<file path="src/upr_pkg.sv">
// ---------------------------------------------------------------------------
// upr_pkg: shared types and constants of the unmatched parenthesis remover
// Sizes of the byte store and the open-parenthesis stack, character codes,
// sequencer states and the port groups that link the sequencer to the RAMs.
// ---------------------------------------------------------------------------
package upr_pkg;

    localparam int MAX_LEN = 1024;
    localparam int AW      = (MAX_LEN > 1) ? $clog2(MAX_LEN) : 1;
    localparam int CW      = $clog2(MAX_LEN + 1);
    localparam int DW      = 9;   // {removed mark, byte}

    localparam logic [7:0] OPEN_PAREN  = 8'h28;
    localparam logic [7:0] CLOSE_PAREN = 8'h29;

    localparam logic ACT_LOAD  = 1'b0;
    localparam logic ACT_FETCH = 1'b1;

    typedef enum logic [2:0] {
        ST_IDLE,
        ST_DRAIN,
        ST_SCAN1,
        ST_SCAN2,
        ST_EMIT
    } t_state;

    typedef struct packed {
        logic          we;
        logic [AW-1:0] waddr;
        logic [DW-1:0] wdata;
        logic [AW-1:0] raddr;
    } t_dmem_req;

    typedef struct packed {
        logic          we;
        logic [AW-1:0] waddr;
        logic [AW-1:0] wdata;
        logic [AW-1:0] raddr;
    } t_smem_req;

    typedef struct packed {
        logic [7:0] char_out;
        logic       last_kept;
        logic       none_left;
        logic       overflowed;
    } t_result;

endpackage

</file>
<file path="src/upr_seq.sv">
// ---------------------------------------------------------------------------
// upr_seq: sequencer of the unmatched parenthesis remover
// Loads bytes and stack entries, drains the stack on the final byte and
// scans the removal marks to find kept bytes on a fetch.
// ---------------------------------------------------------------------------
module upr_seq (
    input  logic                 i_clk,
    input  logic                 i_rst_n,
    input  logic                 i_valid,
    output logic                 o_ready,
    input  logic                 i_action,
    input  logic [7:0]           i_char,
    input  logic                 i_final,
    output upr_pkg::t_dmem_req   o_dmem,
    input  logic [upr_pkg::DW-1:0] i_dmem_rdata,
    output upr_pkg::t_smem_req   o_smem,
    input  logic [upr_pkg::AW-1:0] i_smem_rdata,
    output logic                 o_res_valid,
    input  logic                 i_res_ready,
    output upr_pkg::t_result     o_res
);

    upr_pkg::t_state r_state, n_state;

    logic [upr_pkg::CW-1:0] r_len,   n_len;
    logic [upr_pkg::CW-1:0] r_depth, n_depth;
    logic [upr_pkg::CW-1:0] r_ptr,   n_ptr;
    logic [upr_pkg::CW-1:0] r_next,  n_next;
    logic [upr_pkg::CW-1:0] r_pa,    n_pa;
    logic                   r_fin,   n_fin;
    logic                   r_ovf,   n_ovf;
    logic                   r_pv,    n_pv;
    logic                   r_drain_v, n_drain_v;
    upr_pkg::t_result       r_res,   n_res;

    logic                   s_acc;
    logic                   kept_hit;
    logic                   at_end;
    logic [upr_pkg::CW-1:0] len_e;
    logic [upr_pkg::CW-1:0] depth_e;
    logic [upr_pkg::CW-1:0] depth_dec;
    logic                   has_room;
    logic                   is_open;
    logic                   is_close;

    assign o_ready     = (r_state == upr_pkg::ST_IDLE);
    assign s_acc       = i_valid && o_ready;
    assign kept_hit    = r_pv && !i_dmem_rdata[upr_pkg::DW-1];
    assign at_end      = (r_next >= r_len);
    assign len_e       = r_fin ? '0 : r_len;
    assign depth_e     = r_fin ? '0 : r_depth;
    assign depth_dec   = r_depth - upr_pkg::CW'(1);
    assign has_room    = (len_e < upr_pkg::CW'(upr_pkg::MAX_LEN));
    assign is_open     = (i_char == upr_pkg::OPEN_PAREN);
    assign is_close    = (i_char == upr_pkg::CLOSE_PAREN);
    assign o_res_valid = (r_state == upr_pkg::ST_EMIT);
    assign o_res       = r_res;

    // next state
    always_comb begin
        n_state = r_state;
        case (r_state)
            upr_pkg::ST_IDLE: begin
                if (s_acc) begin
                    if (i_action == upr_pkg::ACT_LOAD) begin
                        if (i_final && (n_depth != '0)) begin
                            n_state = upr_pkg::ST_DRAIN;
                        end
                    end else if (r_fin) begin
                        n_state = upr_pkg::ST_SCAN1;
                    end else begin
                        n_state = upr_pkg::ST_EMIT;
                    end
                end
            end
            upr_pkg::ST_DRAIN: begin
                if ((r_depth == '0) && !r_drain_v) begin
                    n_state = upr_pkg::ST_IDLE;
                end
            end
            upr_pkg::ST_SCAN1: begin
                if (kept_hit) begin
                    n_state = upr_pkg::ST_SCAN2;
                end else if (at_end) begin
                    n_state = upr_pkg::ST_EMIT;
                end
            end
            upr_pkg::ST_SCAN2: begin
                if (kept_hit || at_end) begin
                    n_state = upr_pkg::ST_EMIT;
                end
            end
            upr_pkg::ST_EMIT: begin
                if (i_res_ready) begin
                    n_state = upr_pkg::ST_IDLE;
                end
            end
            default: n_state = upr_pkg::ST_IDLE;
        endcase
    end

    // datapath and memory ports
    always_comb begin
        n_len     = r_len;
        n_depth   = r_depth;
        n_ptr     = r_ptr;
        n_next    = r_next;
        n_pa      = r_pa;
        n_fin     = r_fin;
        n_ovf     = r_ovf;
        n_pv      = r_pv;
        n_drain_v = r_drain_v;
        n_res     = r_res;

        o_dmem.we    = 1'b0;
        o_dmem.waddr = len_e[upr_pkg::AW-1:0];
        o_dmem.wdata = {is_close && (depth_e == '0), i_char};
        o_dmem.raddr = r_next[upr_pkg::AW-1:0];
        o_smem.we    = 1'b0;
        o_smem.waddr = depth_e[upr_pkg::AW-1:0];
        o_smem.wdata = len_e[upr_pkg::AW-1:0];
        o_smem.raddr = depth_dec[upr_pkg::AW-1:0];

        case (r_state)
            upr_pkg::ST_IDLE: begin
                if (s_acc) begin
                    if (i_action == upr_pkg::ACT_LOAD) begin
                        // a load after finalise opens a fresh string
                        n_fin   = 1'b0;
                        n_len   = len_e;
                        n_depth = depth_e;
                        n_ptr   = r_fin ? '0 : r_ptr;
                        n_ovf   = r_fin ? 1'b0 : r_ovf;
                        if (has_room) begin
                            o_dmem.we = 1'b1;
                            n_len     = len_e + upr_pkg::CW'(1);
                            if (is_open) begin
                                if (depth_e < upr_pkg::CW'(upr_pkg::MAX_LEN)) begin
                                    o_smem.we = 1'b1;
                                    n_depth   = depth_e + upr_pkg::CW'(1);
                                end
                            end else if (is_close && (depth_e != '0)) begin
                                n_depth = depth_e - upr_pkg::CW'(1);
                            end
                        end else begin
                            n_ovf = 1'b1;
                        end
                        if (i_final) begin
                            n_ptr     = '0;
                            n_drain_v = 1'b0;
                            if (n_depth == '0) begin
                                n_fin = 1'b1;
                            end
                        end
                    end else begin
                        n_res.char_out   = '0;
                        n_res.last_kept  = 1'b0;
                        n_res.none_left  = 1'b1;
                        n_res.overflowed = r_ovf;
                        n_next           = r_ptr;
                        n_pv             = 1'b0;
                    end
                end
            end
            upr_pkg::ST_DRAIN: begin
                // pop one entry per cycle, mark the popped position in the cycle after
                if (r_depth != '0) begin
                    n_depth   = depth_dec;
                    n_drain_v = 1'b1;
                end else begin
                    n_drain_v = 1'b0;
                end
                if (r_drain_v) begin
                    o_dmem.we    = 1'b1;
                    o_dmem.waddr = i_smem_rdata;
                    o_dmem.wdata = {1'b1, upr_pkg::OPEN_PAREN};
                end
                if ((r_depth == '0) && !r_drain_v) begin
                    n_fin = 1'b1;
                end
            end
            upr_pkg::ST_SCAN1: begin
                if (kept_hit) begin
                    n_res.char_out = i_dmem_rdata[7:0];
                    n_next         = r_pa + upr_pkg::CW'(1);
                    n_pv           = 1'b0;
                end else if (at_end) begin
                    n_ptr = r_len;
                end else begin
                    n_pv   = 1'b1;
                    n_pa   = r_next;
                    n_next = r_next + upr_pkg::CW'(1);
                end
            end
            upr_pkg::ST_SCAN2: begin
                if (kept_hit) begin
                    n_ptr           = r_pa;
                    n_res.none_left = 1'b0;
                    n_res.last_kept = 1'b0;
                end else if (at_end) begin
                    n_ptr           = r_len;
                    n_res.none_left = 1'b0;
                    n_res.last_kept = 1'b1;
                end else begin
                    n_pv   = 1'b1;
                    n_pa   = r_next;
                    n_next = r_next + upr_pkg::CW'(1);
                end
            end
            upr_pkg::ST_EMIT: begin
                n_pv = 1'b0;
            end
            default: begin
                n_pv = 1'b0;
            end
        endcase
    end

    always_ff @(posedge i_clk) begin
        if (!i_rst_n) begin
            r_state   <= upr_pkg::ST_IDLE;
            r_len     <= '0;
            r_depth   <= '0;
            r_ptr     <= '0;
            r_next    <= '0;
            r_fin     <= 1'b0;
            r_ovf     <= 1'b0;
            r_pv      <= 1'b0;
            r_drain_v <= 1'b0;
        end else begin
            r_state   <= n_state;
            r_len     <= n_len;
            r_depth   <= n_depth;
            r_ptr     <= n_ptr;
            r_next    <= n_next;
            r_fin     <= n_fin;
            r_ovf     <= n_ovf;
            r_pv      <= n_pv;
            r_drain_v <= n_drain_v;
        end
    end

    always_ff @(posedge i_clk) begin
        r_pa  <= n_pa;
        r_res <= n_res;
    end

endmodule

</file>
<file path="config.mk">
export PLATFORM = sky130hd
export DESIGN_NAME = upr_seq
export DESIGN_NICKNAME = d
export VERILOG_FILES = /design/src/upr_pkg.sv /design/src/upr_seq.sv
export SDC_FILE = /design/constraint.sdc
export NUM_CORES = 1
export LEC_CHECK = 0
export BUFFER_PORTS_ARGS = -buffer_cell sky130_fd_sc_hd__buf_4
export CORE_ASPECT_RATIO = 1.75
export CORE_MARGIN = 2
export CORE_UTILIZATION = 30
export DETAILED_ROUTE_END_ITERATION = 7
export RECOVER_POWER = 100
export SLEW_MARGIN = 20
export SYNTH_ARGS = -nofsm -noshare
export SYNTH_HDL_FRONTEND = slang
export SYNTH_SLANG_ARGS = --single-unit
</file>
<file path="constraint.sdc">
create_clock -name i_clk -period 3.17 [get_ports i_clk]
set_input_delay 0.634 -clock i_clk [delete_from_list [all_inputs] [get_ports i_clk]]
set_output_delay 0.634 -clock i_clk [all_outputs]
set_load 0.02 [all_outputs]
</file>
==> summary.md <==
Number of different library cells in the post-synthesis netlist: 82. After synthesis the cells add up to 0.00549 sq mm. Post-layout utilization of the core: 37.2%. The total wire length is 21600 microns, and the arrival time of data at the critical path endpoint is 3.32 ns. For the number of buffers added for setup after CTS, the log shows 0. The core region is 0.0180 sq mm. The number of buffer cells added on primary ports is 106, and the gate count after technology mapping is 703. For the total count of max-transition violations in the final report, the log shows 0. The logs give 5814 for the number of global-route vias before repair and 0 for the number of hold violations in the final report. The worst hold path depth came out at 0.

Registers take 0.00168 sq mm. The logs give 0.434 ns for the worst hold slack and 5 for the number of detailed-route iterations in the first pass. The area growth from synthesis to layout is 21.7%. The tools report the leakage power total as 2.63 nW.

Standard cell area after detailed placement: 0.00673 sq mm. In this run the worst hold path is classified as reg -> reg. Summed over all layers, the global routing overflow is 0.

The number of gates resized after cts was 0. The maximum number of pins on one net before global-route repair is 31. For the die area, the log shows 0.0194 sq mm. The part of the cycle the worst path needs was 95.9%. The flow ran to the end, and the final reports show no timing, DRC or antenna violations. The initial antenna violation count is 0. Power comes to 3.99 mW. Counting the fill cells in the layout gives 1973. The signal on the critical path passes through clkbuf_1, nor2_1, a31o_2, a21oi_2, a31oi_1, o221ai_1, or4_1, nor4_2, o221a_1. The logs give 0.0101 ns for the final clock skew and 30.6% for the initial core utilization. Placement row count: 65. The largest single stage delay on the critical path is 0.55 ns. The kind of capture point of the worst setup path is a flop.

The die is 183 microns tall. Setup repair after global routing left no endpoint under its margin. The leading area contributor after synthesis was sky130_fd_sc_hd__dfxtp_1.

The ratio of total power to cell area was 597 mW/mm^2. The congestion estimate from routability-driven global placement came to 0.986. The DRC marker count from the first detailed-route iteration came out at 362. Sorting the synthesized cells by area gives the leading types as sky130_fd_sc_hd__dfxtp_1 (19%), sky130_fd_sc_hd__edfxtp_1 (12%), sky130_fd_sc_hd__nand2_1 (4.9%). The post-route minimum period came out at 3.04 ns. Buffers inserted during clock tree synthesis total 9. Number of flops mapped to enable cells by yosys: 22. For the pin with the worst max-slew slack, the measured transition is 0.810 ns. The H-tree was split into 3 levels. The run gives 0 as the number of max-cap violations. The tools report the number of clock sinks seen by CTS as 73.

Counting buffers and inverters, the worst setup path is 9 cells deep. In this design, the largest share of critical-path delay is due to simple AND/OR/NAND/NOR gates. The worst slew margin relative to its limit is 46.0%, and the number of buffers inserted by hold repair at cts is 0.

The global-route usage over all layers was 22.0%; the top cell type's share of synthesized area was 18.6%. After the last flow step, the layout net total stands at 865. With fillers left out, the area of the finished cells amounts to 0.00668 sq mm. The die is 106 microns wide. Along the worst path, the maximum fanout reaches 8. The via count normalized by instance count was 5.61; the number of design rule violations left after detail routing was 0. For the worst setup path, the data required time is 3.45 ns. The number of buffers and inverters on the critical path came out at 1.

Highest clock frequency the design can meet: 0.329 GHz. The worst reg-to-reg path cell count came out at 9. Including well taps, the total number of placed cells is 1038.

The tools report the summed negative setup slack over all endpoints as 0 ns. Setup slack closes at 0.129 ns. Counting flops with an async set or reset pin after synthesis yields a share of 0%.

STA classifies the critical path startpoint as a flop. The wire length of the first global-routing pass is 32600 microns. The fraction of layout instances using a drive strength above 1 is 15.6%, and the I/O pin count is 107. Slowest cell on the critical path: sky130_fd_sc_hd__or4_1. The residual antenna-violating net count after detailed routing was 0; the detailed-route wire length per cell was 20.5 microns. In this run the clock root is driven by a sky130_fd_sc_hd__clkbuf_16.

The final setup violation count is 0. For this run, the number of standard cells in the final layout without fillers is 1054. Dividing the synthesized area by the synthesized cell count gives 7.81 sq um. The worst-case IR drop observed on VDD is 0.000545 V. For the setup slack at placement, the log shows 0.0580 ns. Diode insertion count for antenna repair: 0. When the netlist entered floorplanning its net count stood at 753. The critical path is of the reg -> reg type.

The clock-pin slew reported for the worst setup and hold paths after clock tree synthesis works out to 0.06 ns. The share of the Yosys chip area taken by registers is 30.6%. Once detailed placement completed, the half-perimeter wirelength came to 17100 microns. The later pin in the worst-skew pair is clocked with a latency of 0.34 ns. TritonCTS built the clock tree. Number of storage elements in the synthesis netlist: 73. The run gives 2 as the maximum buffer depth of the clock tree.

Detailed routing inserted a total of 5916 vias. The tools report the count of synthesis-stage warnings from yosys as 0. For this run, the leading register cell type out of synthesis is sky130_fd_sc_hd__dfxtp_1. Multi-input combinational cell area: 0.00337 sq mm.
==> power breakdown <==
group / internal [mW] / switching (mW)
clock network: 0.611 / 0.424
logic: 0.610 / 1.18
registers: 1.05 / 0.116
total: 2.27 / 1.72
==> path summary, 6_finish.rpt <==
check	slack, ns	from	end
setup / recovery	0.13	r_depth[2]	r_fin
hold / removal	0.43	r_ovf	o_res[0]
setup reg to reg	0.13	r_depth[2]	r_fin
hold reg to reg	0.43	r_ovf	o_res[0]
==> routing by layer <==
metal	wire (microns)	GRT usage, %
met5	0	0
met4	1590	15.2
met3	1020	3.02
met2	11800	42.3
met1	7150	21.1
==> Yosys cell counts (4+ instances only) <==
library cell               number
sky130_fd_sc_hd__nand2_1       72
sky130_fd_sc_hd__o21a_1         5
sky130_fd_sc_hd__mux2_2         6
sky130_fd_sc_hd__and3_1        21
sky130_fd_sc_hd__buf_4         21
sky130_fd_sc_hd__a22o_1        10
sky130_fd_sc_hd__nand3_1       24
sky130_fd_sc_hd__nor4b_1        4
sky130_fd_sc_hd__a31oi_1        9
sky130_fd_sc_hd__o221ai_1       4
sky130_fd_sc_hd__nand4_1       15
sky130_fd_sc_hd__inv_1         29
sky130_fd_sc_hd__nor2b_1       19
sky130_fd_sc_hd__o21ai_0       38
sky130_fd_sc_hd__o211ai_1       6
sky130_fd_sc_hd__or2_2          6
sky130_fd_sc_hd__dfxtp_1       51
sky130_fd_sc_hd__ha_1          17
sky130_fd_sc_hd__a21oi_1       36
sky130_fd_sc_hd__a21o_1        15
sky130_fd_sc_hd__edfxtp_1      22
sky130_fd_sc_hd__and2_1         9
sky130_fd_sc_hd__buf_2          5
sky130_fd_sc_hd__xor2_1         9
sky130_fd_sc_hd__nor3_1        21
sky130_fd_sc_hd__nor2_1        72
sky130_fd_sc_hd__nor4_1         4
sky130_fd_sc_hd__mux2i_1        4
sky130_fd_sc_hd__nor3b_1        4
sky130_fd_sc_hd__a211oi_1       4
sky130_fd_sc_hd__a221oi_1       4
sky130_fd_sc_hd__or3_1          4
sky130_fd_sc_hd__clkbuf_1      35
sky130_fd_sc_hd__xnor2_1       16
sky130_fd_sc_hd__a22oi_1       10
sky130_fd_sc_hd__nand2b_1       7
==> cell families (layout without fill, tap and decap cells) <==
kind of cell | count (synthesis) | in the layout | synth area share (%)
AO/OA/AOI/OAI | 182 | 182 | 22.9
flip-flops | 73 | 73 | 30.6
XOR/XNOR | 26 | 26 | 4.28
AND/OR/NAND/NOR | 301 | 301 | 28.3
multiplexers | 10 | 10 | 1.96
adder cells (fa/ha/maj) | 17 | 17 | 3.87
buffers and inverters | 94 | 211 | 8.11
==> cell usage in the layout (no fill, tap or decap), types with 16 or more instances in the layout <==
cell type                   n
sky130_fd_sc_hd__clkbuf_1  82
sky130_fd_sc_hd__ha_1      17
sky130_fd_sc_hd__nand2_1   72
sky130_fd_sc_hd__a21oi_1   36
sky130_fd_sc_hd__nor2_1    72
sky130_fd_sc_hd__xnor2_1   16
sky130_fd_sc_hd__nor2b_1   19
sky130_fd_sc_hd__nor3_1    21
sky130_fd_sc_hd__buf_4     76
sky130_fd_sc_hd__nand3_1   24
sky130_fd_sc_hd__inv_1     29
sky130_fd_sc_hd__edfxtp_1  22
sky130_fd_sc_hd__dfxtp_1   51
sky130_fd_sc_hd__and3_1    21
sky130_fd_sc_hd__o21ai_0   38
==> area by class of cell <==
type                       instances  area share, %
inverter                          29           1.63
sequential                        73           25.2
multi-input combinational        536           50.4
clock inverter                     6          0.992
tap                              234           4.38
timing repair buffer             166           14.0
clock buffer                      10           3.43
==> worst reg2reg max path, stage by stage (launching register included) <==
cell and delay, ns:
sky130_fd_sc_hd__dfxtp_1 0.44, sky130_fd_sc_hd__clkbuf_1 0.22, sky130_fd_sc_hd__nor2_1 0.51, sky130_fd_sc_hd__a31o_2 0.30, sky130_fd_sc_hd__a21oi_2 0.13, sky130_fd_sc_hd__a31oi_1 0.30, sky130_fd_sc_hd__o221ai_1 0.17, sky130_fd_sc_hd__or4_1 0.55
sky130_fd_sc_hd__nor4_2 0.17, sky130_fd_sc_hd__o221a_1 0.21
==> flip-flops by register name, summed over array words and instances (netlist names) <==
name / cells
r_len: 11
o_res: 11
r_fin: 1
r_pa: 11
r_ptr: 11
r_next: 11
r_pv: 1
r_ovf: 1
r_drain_v: 1
r_state: 3
r_depth: 11
(Power assumes the default switching activity.)
